**src/hdl/smfp_pkg.sv**
```systemverilog
// ----------------------------------------------------------------------------
// smfp_pkg
// Types and constants shared by the stack map frame parser modules.
// ----------------------------------------------------------------------------
package smfp_pkg;

	typedef enum logic [3:0] {
		PH_IDLE    = 4'd0,
		PH_CNT_LO  = 4'd1,
		PH_TYPE    = 4'd2,
		PH_OFF_HI  = 4'd3,
		PH_OFF_LO  = 4'd4,
		PH_NLOC_HI = 4'd5,
		PH_NLOC_LO = 4'd6,
		PH_NSTK_HI = 4'd7,
		PH_NSTK_LO = 4'd8,
		PH_LTAG    = 4'd9,
		PH_LVAL_HI = 4'd10,
		PH_LVAL_LO = 4'd11,
		PH_STAG    = 4'd12,
		PH_SVAL_HI = 4'd13,
		PH_SVAL_LO = 4'd14
	} phase_t;

	// token kinds
	localparam logic [2:0] TK_HEADER = 3'd0;
	localparam logic [2:0] TK_LCOUNT = 3'd1;
	localparam logic [2:0] TK_SCOUNT = 3'd2;
	localparam logic [2:0] TK_ENTRY  = 3'd3;
	localparam logic [2:0] TK_EMPTY  = 3'd4;
	localparam logic [2:0] TK_ERROR  = 3'd5;

	// frame forms
	localparam logic [2:0] FF_SAME     = 3'd0;
	localparam logic [2:0] FF_ONE_STK  = 3'd1;
	localparam logic [2:0] FF_ONE_EXT  = 3'd2;
	localparam logic [2:0] FF_CHOP     = 3'd3;
	localparam logic [2:0] FF_SAME_EXT = 3'd4;
	localparam logic [2:0] FF_APPEND   = 3'd5;
	localparam logic [2:0] FF_FULL     = 3'd6;
	localparam logic [2:0] FF_RESERVED = 3'd7;

	// frame type byte boundaries
	localparam logic [7:0] FT_SAME_MAX     = 8'd63;
	localparam logic [7:0] FT_ONE_STK_MAX  = 8'd127;
	localparam logic [7:0] FT_RESERVED_MAX = 8'd246;
	localparam logic [7:0] FT_ONE_EXT      = 8'd247;
	localparam logic [7:0] FT_CHOP_MAX     = 8'd250;
	localparam logic [7:0] FT_SAME_EXT     = 8'd251;
	localparam logic [7:0] FT_APPEND_MAX   = 8'd254;
	localparam logic [7:0] FT_FULL         = 8'd255;

	// verification tags
	localparam logic [7:0] VT_OBJECT   = 8'd7;
	localparam logic [7:0] VT_UNINIT   = 8'd8;
	localparam logic [7:0] VT_MAX      = 8'd8;

	typedef struct packed {
		phase_t      phase;
		logic [15:0] frames_left;
		logic [15:0] frame_index;
		logic [7:0]  held_type;
		logic [15:0] held_offset;
		logic [15:0] locals_left;
		logic [15:0] stack_left;
		logic [15:0] list_position;
		logic [7:0]  held_tag;
		logic [7:0]  high_byte;
	} state_t;

	typedef struct packed {
		logic [2:0]  token_kind;
		logic [15:0] frame_number;
		logic [7:0]  frame_type_byte;
		logic [2:0]  frame_form;
		logic [15:0] offset_delta;
		logic [15:0] count_value;
		logic [7:0]  entry_tag;
		logic [15:0] entry_value;
		logic        entry_list;
		logic [15:0] entry_position;
		logic        frame_last;
		logic        table_last;
	} tok_t;

	function automatic logic [2:0] form_of(input logic [7:0] t);
		logic [2:0] f;
		if (t <= FT_SAME_MAX) f = FF_SAME;
		else if (t <= FT_ONE_STK_MAX) f = FF_ONE_STK;
		else if (t <= FT_RESERVED_MAX) f = FF_RESERVED;
		else if (t == FT_ONE_EXT) f = FF_ONE_EXT;
		else if (t <= FT_CHOP_MAX) f = FF_CHOP;
		else if (t == FT_SAME_EXT) f = FF_SAME_EXT;
		else if (t <= FT_APPEND_MAX) f = FF_APPEND;
		else f = FF_FULL;
		return f;
	endfunction

endpackage

```
**src/hdl/smfp_step.sv**
```systemverilog
// ----------------------------------------------------------------------------
// smfp_step
// Next parser state and result token for one attribute byte.
// ----------------------------------------------------------------------------
module smfp_step
	import smfp_pkg::*;
(
	input  state_t     cur,
	input  logic [7:0] data_byte,
	input  logic       start_req,
	output state_t     nxt,
	output logic       emit,
	output tok_t       tok
);

	logic [15:0] v;
	logic [15:0] frames_dec;
	logic        frames_end;
	logic        fin;
	logic        bad_tag;
	logic        val_tag;

	assign v          = {cur.high_byte, data_byte};
	assign frames_dec = cur.frames_left - 16'd1;
	assign frames_end = (frames_dec == 16'd0);
	assign bad_tag    = (data_byte > VT_MAX);
	assign val_tag    = (data_byte == VT_OBJECT) || (data_byte == VT_UNINIT);

	// next state
	always_comb begin
		logic        is_stk;
		logic [15:0] left_dec;
		nxt      = cur;
		fin      = 1'b0;
		is_stk   = 1'b0;
		left_dec = 16'd0;
		if (start_req) begin
			nxt           = '0;
			nxt.high_byte = data_byte;
			nxt.phase     = PH_CNT_LO;
		end else begin
			case (cur.phase)
				PH_CNT_LO: begin
					nxt.frames_left = v;
					nxt.frame_index = 16'd0;
					nxt.phase       = (v == 16'd0) ? PH_IDLE : PH_TYPE;
				end
				PH_TYPE: begin
					nxt.held_type     = data_byte;
					nxt.held_offset   = 16'd0;
					nxt.locals_left   = 16'd0;
					nxt.stack_left    = 16'd0;
					nxt.list_position = 16'd0;
					if (data_byte <= FT_SAME_MAX ||
						(data_byte > FT_ONE_STK_MAX && data_byte <= FT_RESERVED_MAX)) begin
						fin = 1'b1;
					end else if (data_byte <= FT_ONE_STK_MAX) begin
						nxt.stack_left = 16'd1;
						nxt.phase      = PH_STAG;
					end else begin
						nxt.phase = PH_OFF_HI;
					end
				end
				PH_OFF_HI: begin
					nxt.high_byte = data_byte;
					nxt.phase     = PH_OFF_LO;
				end
				PH_NLOC_HI: begin
					nxt.high_byte = data_byte;
					nxt.phase     = PH_NLOC_LO;
				end
				PH_NSTK_HI: begin
					nxt.high_byte = data_byte;
					nxt.phase     = PH_NSTK_LO;
				end
				PH_LVAL_HI: begin
					nxt.high_byte = data_byte;
					nxt.phase     = PH_LVAL_LO;
				end
				PH_SVAL_HI: begin
					nxt.high_byte = data_byte;
					nxt.phase     = PH_SVAL_LO;
				end
				PH_OFF_LO: begin
					nxt.held_offset = v;
					if (cur.held_type == FT_ONE_EXT) begin
						nxt.stack_left    = 16'd1;
						nxt.list_position = 16'd0;
						nxt.phase         = PH_STAG;
					end else if (cur.held_type <= FT_SAME_EXT) begin
						fin = 1'b1;
					end else if (cur.held_type <= FT_APPEND_MAX) begin
						nxt.locals_left   = {8'd0, cur.held_type - FT_SAME_EXT};
						nxt.list_position = 16'd0;
						nxt.phase         = PH_LTAG;
					end else begin
						nxt.phase = PH_NLOC_HI;
					end
				end
				PH_NLOC_LO: begin
					nxt.locals_left = v;
					if (v != 16'd0) begin
						nxt.list_position = 16'd0;
						nxt.phase         = PH_LTAG;
					end else begin
						nxt.phase = PH_NSTK_HI;
					end
				end
				PH_NSTK_LO: begin
					nxt.stack_left = v;
					if (v != 16'd0) begin
						nxt.list_position = 16'd0;
						nxt.phase         = PH_STAG;
					end else begin
						fin = 1'b1;
					end
				end
				PH_LTAG, PH_STAG, PH_LVAL_LO, PH_SVAL_LO: begin
					is_stk = (cur.phase == PH_STAG) || (cur.phase == PH_SVAL_LO);
					if ((cur.phase == PH_LTAG || cur.phase == PH_STAG) && bad_tag) begin
						nxt.phase = PH_IDLE;
					end else if ((cur.phase == PH_LTAG || cur.phase == PH_STAG) && val_tag) begin
						nxt.held_tag = data_byte;
						nxt.phase    = is_stk ? PH_SVAL_HI : PH_LVAL_HI;
					end else begin
						// entry complete
						nxt.list_position = cur.list_position + 16'd1;
						if (is_stk) begin
							left_dec       = cur.stack_left - 16'd1;
							nxt.stack_left = left_dec;
							if (left_dec == 16'd0) fin = 1'b1;
							else nxt.phase = PH_STAG;
						end else begin
							left_dec        = cur.locals_left - 16'd1;
							nxt.locals_left = left_dec;
							if (left_dec != 16'd0) nxt.phase = PH_LTAG;
							else if (cur.held_type == FT_FULL) nxt.phase = PH_NSTK_HI;
							else fin = 1'b1;
						end
					end
				end
				default: begin
					nxt = cur;
				end
			endcase
			if (fin) begin
				nxt.frames_left = frames_dec;
				if (frames_end) begin
					nxt.phase = PH_IDLE;
				end else begin
					nxt.frame_index = cur.frame_index + 16'd1;
					nxt.phase       = PH_TYPE;
				end
			end
		end
	end

	// token
	always_comb begin
		emit                = 1'b0;
		tok                 = '0;
		tok.frame_number    = cur.frame_index;
		tok.frame_type_byte = nxt.held_type;
		tok.frame_form      = form_of(nxt.held_type);
		tok.offset_delta    = nxt.held_offset;
		tok.frame_last      = fin;
		tok.table_last      = fin & frames_end;
		if (!start_req) begin
			case (cur.phase)
				PH_CNT_LO: begin
					emit           = (v == 16'd0);
					tok            = '0;
					tok.token_kind = TK_EMPTY;
					tok.table_last = 1'b1;
				end
				PH_TYPE: begin
					emit           = (data_byte <= FT_RESERVED_MAX);
					tok.token_kind = TK_HEADER;
				end
				PH_OFF_LO: begin
					emit           = 1'b1;
					tok.token_kind = TK_HEADER;
				end
				PH_NLOC_LO: begin
					emit            = 1'b1;
					tok.token_kind  = TK_LCOUNT;
					tok.count_value = v;
				end
				PH_NSTK_LO: begin
					emit            = 1'b1;
					tok.token_kind  = TK_SCOUNT;
					tok.count_value = v;
				end
				PH_LTAG, PH_STAG: begin
					emit               = !val_tag;
					tok.token_kind     = bad_tag ? TK_ERROR : TK_ENTRY;
					tok.entry_tag      = data_byte;
					tok.entry_list     = (cur.phase == PH_STAG);
					tok.entry_position = cur.list_position;
				end
				PH_LVAL_LO, PH_SVAL_LO: begin
					emit               = 1'b1;
					tok.token_kind     = TK_ENTRY;
					tok.entry_tag      = cur.held_tag;
					tok.entry_value    = v;
					tok.entry_list     = (cur.phase == PH_SVAL_LO);
					tok.entry_position = cur.list_position;
				end
				default: begin
					emit = 1'b0;
				end
			endcase
		end
	end

endmodule

```
**src/hdl/stack_map_frame_parser_core.sv**
```systemverilog
// ----------------------------------------------------------------------------
// stack_map_frame_parser_core
// StackMapTable attribute body parser, one byte per beat, one token out.
// ----------------------------------------------------------------------------
// Takes the attribute body one byte per beat (tuser marks the first byte of
// a body) and sends one token per completed element: frame header, locals
// or stack count, verification entry, empty table or bad tag. A byte is
// registered on entry and parsed combinationally between that input
// register and the output register, so the block takes one beat per cycle
// while the output is not stalled, and a token waits in the output register
// until taken. A stall on the output side holds the input side after one
// more byte has been taken.
module stack_map_frame_parser_core
	import smfp_pkg::*;
(
	input  logic         clk,
	input  logic         arst_n,
	input  logic         s_axis_tvalid,
	output logic         s_axis_tready,
	input  logic [7:0]   s_axis_tdata,   // data_byte
	input  logic         s_axis_tuser,   // start_req
	output logic         m_axis_tvalid,
	input  logic         m_axis_tready,
	// frame_number, frame_type_byte, frame_form, offset_delta, count_value,
	// entry_tag, entry_value, entry_list, entry_position, zero fill
	output logic [103:0] m_axis_tdata,
	output logic         m_axis_tlast,   // frame_last
	output logic [3:0]   m_axis_tuser    // token_kind, table_last
);

	logic       in_valid_s1;
	logic [7:0] data_s1;
	logic       start_s1;
	logic       out_valid_q;
	tok_t       tok_q;
	state_t     state_q;
	state_t     nxt;
	logic       emit;
	tok_t       tok;
	logic       adv;

	assign adv           = !out_valid_q || m_axis_tready;
	assign s_axis_tready = !in_valid_s1 || adv;

	smfp_step u_step (
		.cur       (state_q),
		.data_byte (data_s1),
		.start_req (start_s1),
		.nxt       (nxt),
		.emit      (emit),
		.tok       (tok)
	);

	always_ff @(posedge clk or negedge arst_n) begin
		if (!arst_n) begin
			in_valid_s1 <= 1'b0;
			out_valid_q <= 1'b0;
			state_q     <= '0;
		end else begin
			if (s_axis_tready) in_valid_s1 <= s_axis_tvalid;
			if (adv) out_valid_q <= in_valid_s1 && emit;
			if (adv && in_valid_s1) state_q <= nxt;
		end
	end

	always_ff @(posedge clk) begin
		if (s_axis_tvalid && s_axis_tready) begin
			data_s1  <= s_axis_tdata;
			start_s1 <= s_axis_tuser;
		end
		if (adv && in_valid_s1 && emit) tok_q <= tok;
	end

	assign m_axis_tvalid = out_valid_q;
	assign m_axis_tdata  = {4'd0, tok_q.entry_position, tok_q.entry_list, tok_q.entry_value,
		tok_q.entry_tag, tok_q.count_value, tok_q.offset_delta, tok_q.frame_form,
		tok_q.frame_type_byte, tok_q.frame_number};
	assign m_axis_tlast  = tok_q.frame_last;
	assign m_axis_tuser  = {tok_q.table_last, tok_q.token_kind};

	// empty table token always closes the table
	a_empty_last: assert property (@(posedge clk) disable iff (!arst_n)
		m_axis_tvalid && m_axis_tuser[2:0] == TK_EMPTY |-> m_axis_tuser[3])
		else $error("empty table token without table end");

	// table end on a frame token must also end the frame
	a_table_frame: assert property (@(posedge clk) disable iff (!arst_n)
		m_axis_tvalid && m_axis_tuser[3] && m_axis_tuser[2:0] != TK_EMPTY |-> m_axis_tlast)
		else $error("table end without frame end");

	// error token never closes a frame or the table
	a_error_open: assert property (@(posedge clk) disable iff (!arst_n)
		m_axis_tvalid && m_axis_tuser[2:0] == TK_ERROR |-> !m_axis_tlast && !m_axis_tuser[3])
		else $error("error token marked as last");

	// a start byte restarts the parse without a token
	a_start_silent: assert property (@(posedge clk) disable iff (!arst_n)
		in_valid_s1 && adv && start_s1 |=> !m_axis_tvalid && state_q.phase == PH_CNT_LO)
		else $error("start byte produced a token");

endmodule

```
**config.mk**
```make
export PLATFORM = sky130hd
export DESIGN_NAME = stack_map_frame_parser_core
export DESIGN_NICKNAME = d
export VERILOG_FILES = /design/src/hdl/smfp_pkg.sv /design/src/hdl/smfp_step.sv /design/src/hdl/stack_map_frame_parser_core.sv
export SDC_FILE = /design/constraint.sdc
export NUM_CORES = 1
export LEC_CHECK = 0
export ABC_CLOCK_PERIOD_IN_PS = 9200
export BUFFER_PORTS_ARGS = -buffer_cell sky130_fd_sc_hd__buf_4
export CAP_MARGIN = 30
export CORE_MARGIN = 8
export CORE_UTILIZATION = 55
export CTS_CLUSTER_SIZE = 8
export DETAILED_ROUTE_END_ITERATION = 10
export PLACE_DENSITY = 0.75
export SETUP_SLACK_MARGIN = 0.4
export SYNTH_ARGS = -nofsm -noshare
export SYNTH_HDL_FRONTEND = slang
export SYNTH_HIERARCHICAL = 1
export SYNTH_SLANG_ARGS = --single-unit
```
**constraint.sdc**
```tcl
create_clock -name clk -period 9.2 [get_ports clk]
set_input_delay 1.84 -clock clk [delete_from_list [all_inputs] [get_ports clk]]
set_output_delay 1.84 -clock clk [all_outputs]
set_load 0.02 [all_outputs]
```
==> impl_results.md, run 1 <==
* Status: complete, no violations
* DIE AREA at 30,910 um^2
* Worst setup SP type: register
* Slowest CP cell: buf_4
* Antenna violations before repair at 0
* N_diodes at 0
* Clock tree from TritonCTS: yes
* Fraction of layout cells with a size suffix above 1 at 0.2450
* Ys Warns at 6
* R2r setup slk at 4.74 ns
* Worst slew pin tran at 1.017 ns
* Kind of critical path: reg -> reg
* Unrepaired setup endpoints after global routing: false
* Antenna viol nets, final at 0
* Filler instances at 1,993
* Asr flop ratio synth at 0.5250
* Clock-pin slew on the worst setup and hold paths at 0.06 ns
* Critical Path Most Common Cell: a21oi_1
* First-pass GRT wire length at 59,920 um
* Net Sw Power at 1.988 mW
* Critical path's largest stage delay at 0.85 ns
* CTS sink cnt at 240
* H-tree levels at 2
* Commonest non-fill, non-tap cell in the layout: nor2_1
* Routability cong. at 0.9199
* Hold-fix buffers, CTS at 0
* Clock Path Buffers at 3
* Part of the power in the clock network at 0.246
* Reg2reg start: data_s1[6]
* Commonest cells after routing, fill and taps aside: nor2_1, buf_4, dfrtp_1
* Wire per inst at 21.33 um
* Fmax at 224.1 MHz
* Data arrival, critical path at 4.58 ns
* DRC at 0
* Via density at 6.371
* PwrDens at 300.6 nW/um^2
* Clock root buffer: clkbuf_16
* Fin. Hold Viols at 0
* Predominant post-synthesis flop cell: dfrtp_1
* Cell Area, Synth at 14,050 um^2
* Relative slew slack at 0.3198
* Gate Count Post-Synth at 1,343
* DRT Pass-1 Iters at 5
* CTS resizes at 0
* Worst path depth at 8
* Post-route clock period utilization at 0.4851
* Gr ovfl total at 0
* Total of max-cap violations at 0
* Worst vdd ir at 0.0001546 V
* Post-detail-place hpwl at 23,960 um
* Met3 WL at 3111 um
* Post-synth EDFFs at 114
* #FFs+latches synth at 240
* Sequential power share at 0.333
* Crit path to: m_axis_tdata[75]
* Switch share at 0.4110
* Count of final setup violators at 0
* Worst skew pair latency at 0.51 ns
* 1st-iter DRT viols at 1,253
* HP Class: reg -> reg
* # port buffers at 119
* Crit path max fanout at 77
* Total track usage at 0.2382
* Placeable Area at 25,110 um^2
* Register area share after synthesis at 0.4681
* FP Rows at 58
* Crit path from: data_s1[6]
* Post-CTS Setup Inserts at 0
* Reg2reg path depth at 8
* CP delay by family, top: simple AND/OR/NAND/NOR gates
* Vias in the first global route at 10,880
* WL met1 at 16,180 um
* DRT Wirelength at 37,850 um
* Total negative slack at 0 ns
* Clock Skew at 0.02208 ns
* Initial Util at 0.5595
* Largest net degree at the start of global routing at 78
* Max Transition Viols Final at 0
* FF-to-FF End: m_axis_tdata[75]
* Int Pwr at 2.848 mW
* Gate power share at 0.421
* Final Net Count at 1,442
* Uppermost layer routed: met4
* Num ports at 124
* Crit-path cells: or4_1 -> nor4_1 -> and2_1 -> a21oi_1 -> a21oi_1 -> nand2_1 -> nor2_4 -> buf_4
* Cell variety after synth at 92
* Min Hold Slack at 0.5104 ns
* Area grow syn2layout at 14.49%
* Met2 WL at 17,440 um
* Final min period at 4.463 ns
* Vias at 11,310
* TritonCTS buffer count at 35
* Critical path buffers and inverters at 1
* Crit. End Element: register
* Leakage power at 6.672 nW
* Critical Path RT at 9.31 ns
* Avg Inst Size Synth at 10.46 um^2
* Chip width at 175.8 um
* Die Ht at 175.8 um
## metrics by stage
step / std cells / total power [mW] / utilization / cell area (um^2) / worst slack (ns)
after floorplan: 1346 / 3.079 / - / 14060 / 2.375
after global routing: 1775 / 5.088 / 0.6406 / 16080 / 4.542
after detailed placement: 1709 / 3.599 / 0.5973 / 15000 / 4.770
after CTS: 1772 / 4.809 / 0.6379 / 16020 / 4.749
final: 1775 / 4.836 / 0.6406 / 16080 / 4.737
after global placement: 1707 / 3.544 / 0.5966 / 14980 / 4.866
## sequential cells by signal, indices dropped and copies added, names as in the netlist
signal         count
m_axis_tvalid      1
state_q          124
m_axis_tuser       4
m_axis_tlast       1
start_s1           1
m_axis_tdata     100
in_valid_s1        1
data_s1            8
## cell families after synthesis
group           share of synthesized area
buf+inv                           0.04417
compound gates                     0.1405
simple gates                       0.1945
mux                                0.1299
xor+xnor                          0.01372
other cells                     0.0002669
flops                              0.4681
fa+ha+maj                        0.008906
## synth_stat cells, types with 4 or more instances
cell type  count  area (um^2)
nor2_1       146        548.0
dfrtp_1      126         3153
edfxtp_1     114         3423
nand2_1       86        322.8
a21oi_1       85        425.4
mux2_2        74        833.3
clkbuf_1      63        236.5
mux2_4        60        900.9
o21ai_0       48        240.2
nor3_1        46        230.2
and2_1        44        275.3
and3_1        31        193.9
nor2b_1       26        162.7
nand3_1       25        125.1
or3_1         24        150.1
a22oi_1       23        172.7
inv_1         20        75.07
a221o_1       16        160.2
a31oi_1       16        100.1
buf_2         16        80.08
nor4_1        15        93.84
buf_6         13        146.4
xor2_1        12        105.1
a222oi_1      11        110.1
ha_1          10        125.1
nand2b_1      10        62.56
xnor2_1       10        87.58
mux2i_1        9        90.09
a211oi_1       8        60.06
a221oi_1       8        70.07
o211ai_1       8        60.06
or2_2          8        50.05
a32oi_1        7        61.31
nand4_1        7        43.79
buf_4          6        45.04
or4_1          6        45.04
a21o_1         5        37.54
o31ai_1        5        37.54
nand3b_1       4        30.03
nor3b_1        4        30.03
o311ai_1       4        35.03
## worst min-delay path by stage
stage / from / cells past startpoint / slack (ns) / to
2_1_floorplan: state_q[41] / 1 / 0.47 / state_q[41]
3_3_place_gp: state_q[79] / 1 / 0.49 / state_q[79]
3_5_place_dp: state_q[70] / 1 / 0.50 / state_q[70]
4_1_cts: state_q[70] / 1 / 0.51 / state_q[70]
5_1_grt: state_q[73] / 1 / 0.52 / state_q[73]
6_report: state_q[67] / 1 / 0.51 / state_q[67]
## metal layers
layer | global-route usage | vias to the layer above
li1 | - | 5143
met1 | 0.3212 | 5531
met2 | 0.3810 | 535
met3 | 0.04209 | 100
met4 | 0.08372 | 0
met5 | 0 | -
## area by class of cell
class,instances,area [um^2],area share
Multi-Input combinational cell,982,6905,0.4293
Sequential cell,240,6576,0.4089
Tap cell,330,412.9,0.02567
Inverter,21,78.83,0.004901
Clock buffer,61,994.7,0.06184
Clock inverter,2,25.02,0.001556
Timing Repair Buffer,139,1091,0.06783
## power by group through the flow
stage	clock [mW]	sequential, mW	combinational [mW]
2_1_floorplan	0	1.58	1.50
3_3_place_gp	0	1.61	1.94
3_5_place_dp	0	1.62	1.98
4_1_cts	1.21	1.60	2.00
5_1_grt	1.25	1.64	2.20
6_report	1.19	1.61	2.03
Power figures use the tool's default switching activity.
==> run 2, diff against run 1 <==
--- a/config.mk
+++ b/config.mk
@@ -5,14 +5,14 @@
 export SDC_FILE = /design/constraint.sdc
 export NUM_CORES = 1
 export LEC_CHECK = 0
-export ABC_CLOCK_PERIOD_IN_PS = 9200
+export ABC_CLOCK_PERIOD_IN_PS = 4000
 export BUFFER_PORTS_ARGS = -buffer_cell sky130_fd_sc_hd__buf_4
 export CAP_MARGIN = 30
 export CORE_MARGIN = 8
 export CORE_UTILIZATION = 55
 export CTS_CLUSTER_SIZE = 8
 export DETAILED_ROUTE_END_ITERATION = 10
-export PLACE_DENSITY = 0.75
+export PLACE_DENSITY = 0.77
 export SETUP_SLACK_MARGIN = 0.4
 export SYNTH_ARGS = -nofsm -noshare
 export SYNTH_HDL_FRONTEND = slang
==> constraint.sdc (replaced) <==
create_clock -name clk -period 4 [get_ports clk]
set_input_delay 0.8 -clock clk [delete_from_list [all_inputs] [get_ports clk]]
set_output_delay 0.8 -clock clk [all_outputs]
set_load 0.02 [all_outputs]
==> run 2 against run 1 <==
  * Sequential cell count unchanged
  * Largest power group unchanged
  * Largest cell class unchanged
  * Highest routed layer unchanged
  * Critical path depth rose by 2
  * Critical endpoint is now state_q[92]
  * Die area is the same
  * Sequential share of layout area shrank 0.58 points
  * Final cell count is 1.5% higher
  * Sequential power rose by 120%
  * Non-clock buffer count is 29 higher
==> impl_results.md, run 2 (synthesized netlist as in run 1, its figures left out) <==
* Crit path max fanout at 26 (-66%)
* Worst skew pair latency at 0.51 ns (about the same)
* Area grow syn2layout at 16.16%
* Core Util, Final at 0.6499 (+0.009368)
* Clock-pin slew on the worst setup and hold paths at 0.05 ns (about the same)
* FP Rows at 58 (unchanged)
* PwrDens at 689.9 nW/um^2 (+130%)
* Wire per inst at 21.10 um (-1.0%)
* Post-route clock period utilization at 0.8799 (+0.3948)
* Die Ht at 175.8 um (unchanged)
* Vias at 11,300 (-0.062%)
* Antenna violations before repair at 0 (unchanged)
* Clock Path Buffers at 3 (unchanged)
* Fmax at 284.1 MHz (+27%)
* Relative slew slack at 0.3381 (+0.01824)
* H-tree levels at 2 (unchanged)
* DRC at 0 (unchanged)
* Max Transition Viols Final at 0 (unchanged)
* Worst vdd ir at 0.0004057 V (+160%)
* Initial Util at 0.5595 (unchanged)
* Biggest register: state_q
* Worst setup SP type: register
* Clock tree from TritonCTS: yes
* Post-detail-place hpwl at 24,250 um (+1.2%)
* Max FFs per register at 124 (unchanged)
* Commonest cells after routing, fill and taps aside: buf_4, nor2_1, dfrtp_1
* First-pass GRT wire length at 59,240 um (-1.1%)
* Total negative slack at 0 ns (unchanged)
* Clock Skew at 0.02619 ns (+0.004116 ns)
* Chip width at 175.8 um (unchanged)
* Count of final setup violators at 0 (unchanged)
* Total track usage at 0.2355 (-0.002633)
* Num ports at 124 (unchanged)
* DRT Wirelength at 38,010 um (+0.41%)
* Largest net degree at the start of global routing at 80 (+2.6%)
* Data arrival, critical path at 3.90 ns (-0.68 ns)
* Antenna viol nets, final at 0 (unchanged)
* Final Net Count at 1,471 (+2.0%)
* Placeable Area at 25,110 um^2 (unchanged)
* Fin worst setup slack at 0.4804 ns (-4.256 ns)
* Routability cong. at 0.9275 (+0.83%)
* Crit. End Element: register
* Hold-fix buffers, CTS at 0 (unchanged)
* CTS sink cnt at 240 (unchanged)
* TritonCTS buffer count at 35 (unchanged)
* N_diodes at 0 (unchanged)
* HP Class: in -> async
* Filler instances at 1,947 (-2.3%)
* Fin. Hold Viols at 0 (unchanged)
* Via density at 6.275 (-1.5%)
* 1st-iter DRT viols at 1,265 (+0.96%)
* Fraction of layout cells with a size suffix above 1 at 0.2678 (+0.02286)
* Unrepaired setup endpoints after global routing: false
* Critical Path RT at 4.38 ns (-4.93 ns)
* Final min period at 3.520 ns (-0.9435 ns)
* Power, Total at 11.26 mW (+130%)
* Gr ovfl total at 0 (unchanged)
* Leakage power at 6.797 nW (+1.9%)
* Post-Place Worst Slack at 0.4551 ns (-4.315 ns)
* # port buffers at 119 (unchanged)
* Worst slew pin tran at 0.9875 ns (-0.02899 ns)
* Kind of critical path: reg -> reg
* Vias in the first global route at 10,770 (-1.1%)
* Commonest non-fill, non-tap cell in the layout: buf_4
* DRT Pass-1 Iters at 7 (+2)
* Status: complete, no violations
* Clock root buffer: clkbuf_16
* DIE AREA at 30,910 um^2 (unchanged)
* Total of max-cap violations at 0 (unchanged)
-- run 2: final timing paths --
kind                                 start          end  slack, ns  cells after the start
min reg2reg                    state_q[65]  state_q[65]       0.51                      1
min                                 arst_n  state_q[99]       0.18                      2
max reg2reg                   state_q[106]  state_q[92]       0.48                     10
max in group asynchronous           arst_n  state_q[17]       3.01                      2
min in group clk           s_axis_tdata[2]   data_s1[2]       0.49                      1
max                           state_q[106]  state_q[92]       0.48                     10
-- run 2: metal layers --
| layer | GRT usage | wire [um] | up-vias |
|---|---|---|---|
| met3 | 0.04381 | 3093 | 77 |
| met5 | 0 | 0 | - |
| met2 | 0.3864 | 18240 | 506 |
| met4 | 0.07842 | 1032 | 0 |
| met1 | 0.3094 | 15640 | 5550 |
| li1 | - | - | 5169 |
-- run 2: worst max-delay path, cell delays in order (launching register included) --
cell	delay, ns
dfrtp_1	0.46
nor3_2	0.45
nand4_1	0.43
nor3b_1	0.31
o21bai_1	0.15
a2111oi_4	0.52
a211oi_4	0.09
buf_4	0.23
and3_1	0.19
a221o_1	0.27
mux2_4	0.28
-- run 2: stage by stage --
step                instance area (um^2)  hold slack, ns  cells
floorplan                          14100          0.4739   1346
global placement                   15240          0.4872   1737
detailed placement                 15250          0.5000   1738
CTS                                16220          0.4712   1798
global route                       16320          0.1752   1801
finish                             16320          0.1850   1801
-- run 2: layout make-up --
type                    count  area [um^2]  area share
multi-input cells         982         6982      0.4278
flip-flops and latches    240         6578      0.4031
repair buffers            168         1294     0.07928
clock buffers              59        965.9     0.05919
well taps                 330        412.9     0.02530
inverters                  21        78.83    0.004830
clock inverters             1        8.758   0.0005367
-- run 2: where the power goes --
group,total [mW],leakage [nW],internal [mW],switching [mW]
combinational,5.01,3.55,1.93,3.08
clock,2.69,0.464,1.63,1.06
sequential,3.56,2.78,3.06,0.498
-- run 2: repair_timing --
item | CTS | global route
setup endpoints to repair | 0 | 35
resized for setup | 0 | 12
setup buffers | 0 | 2
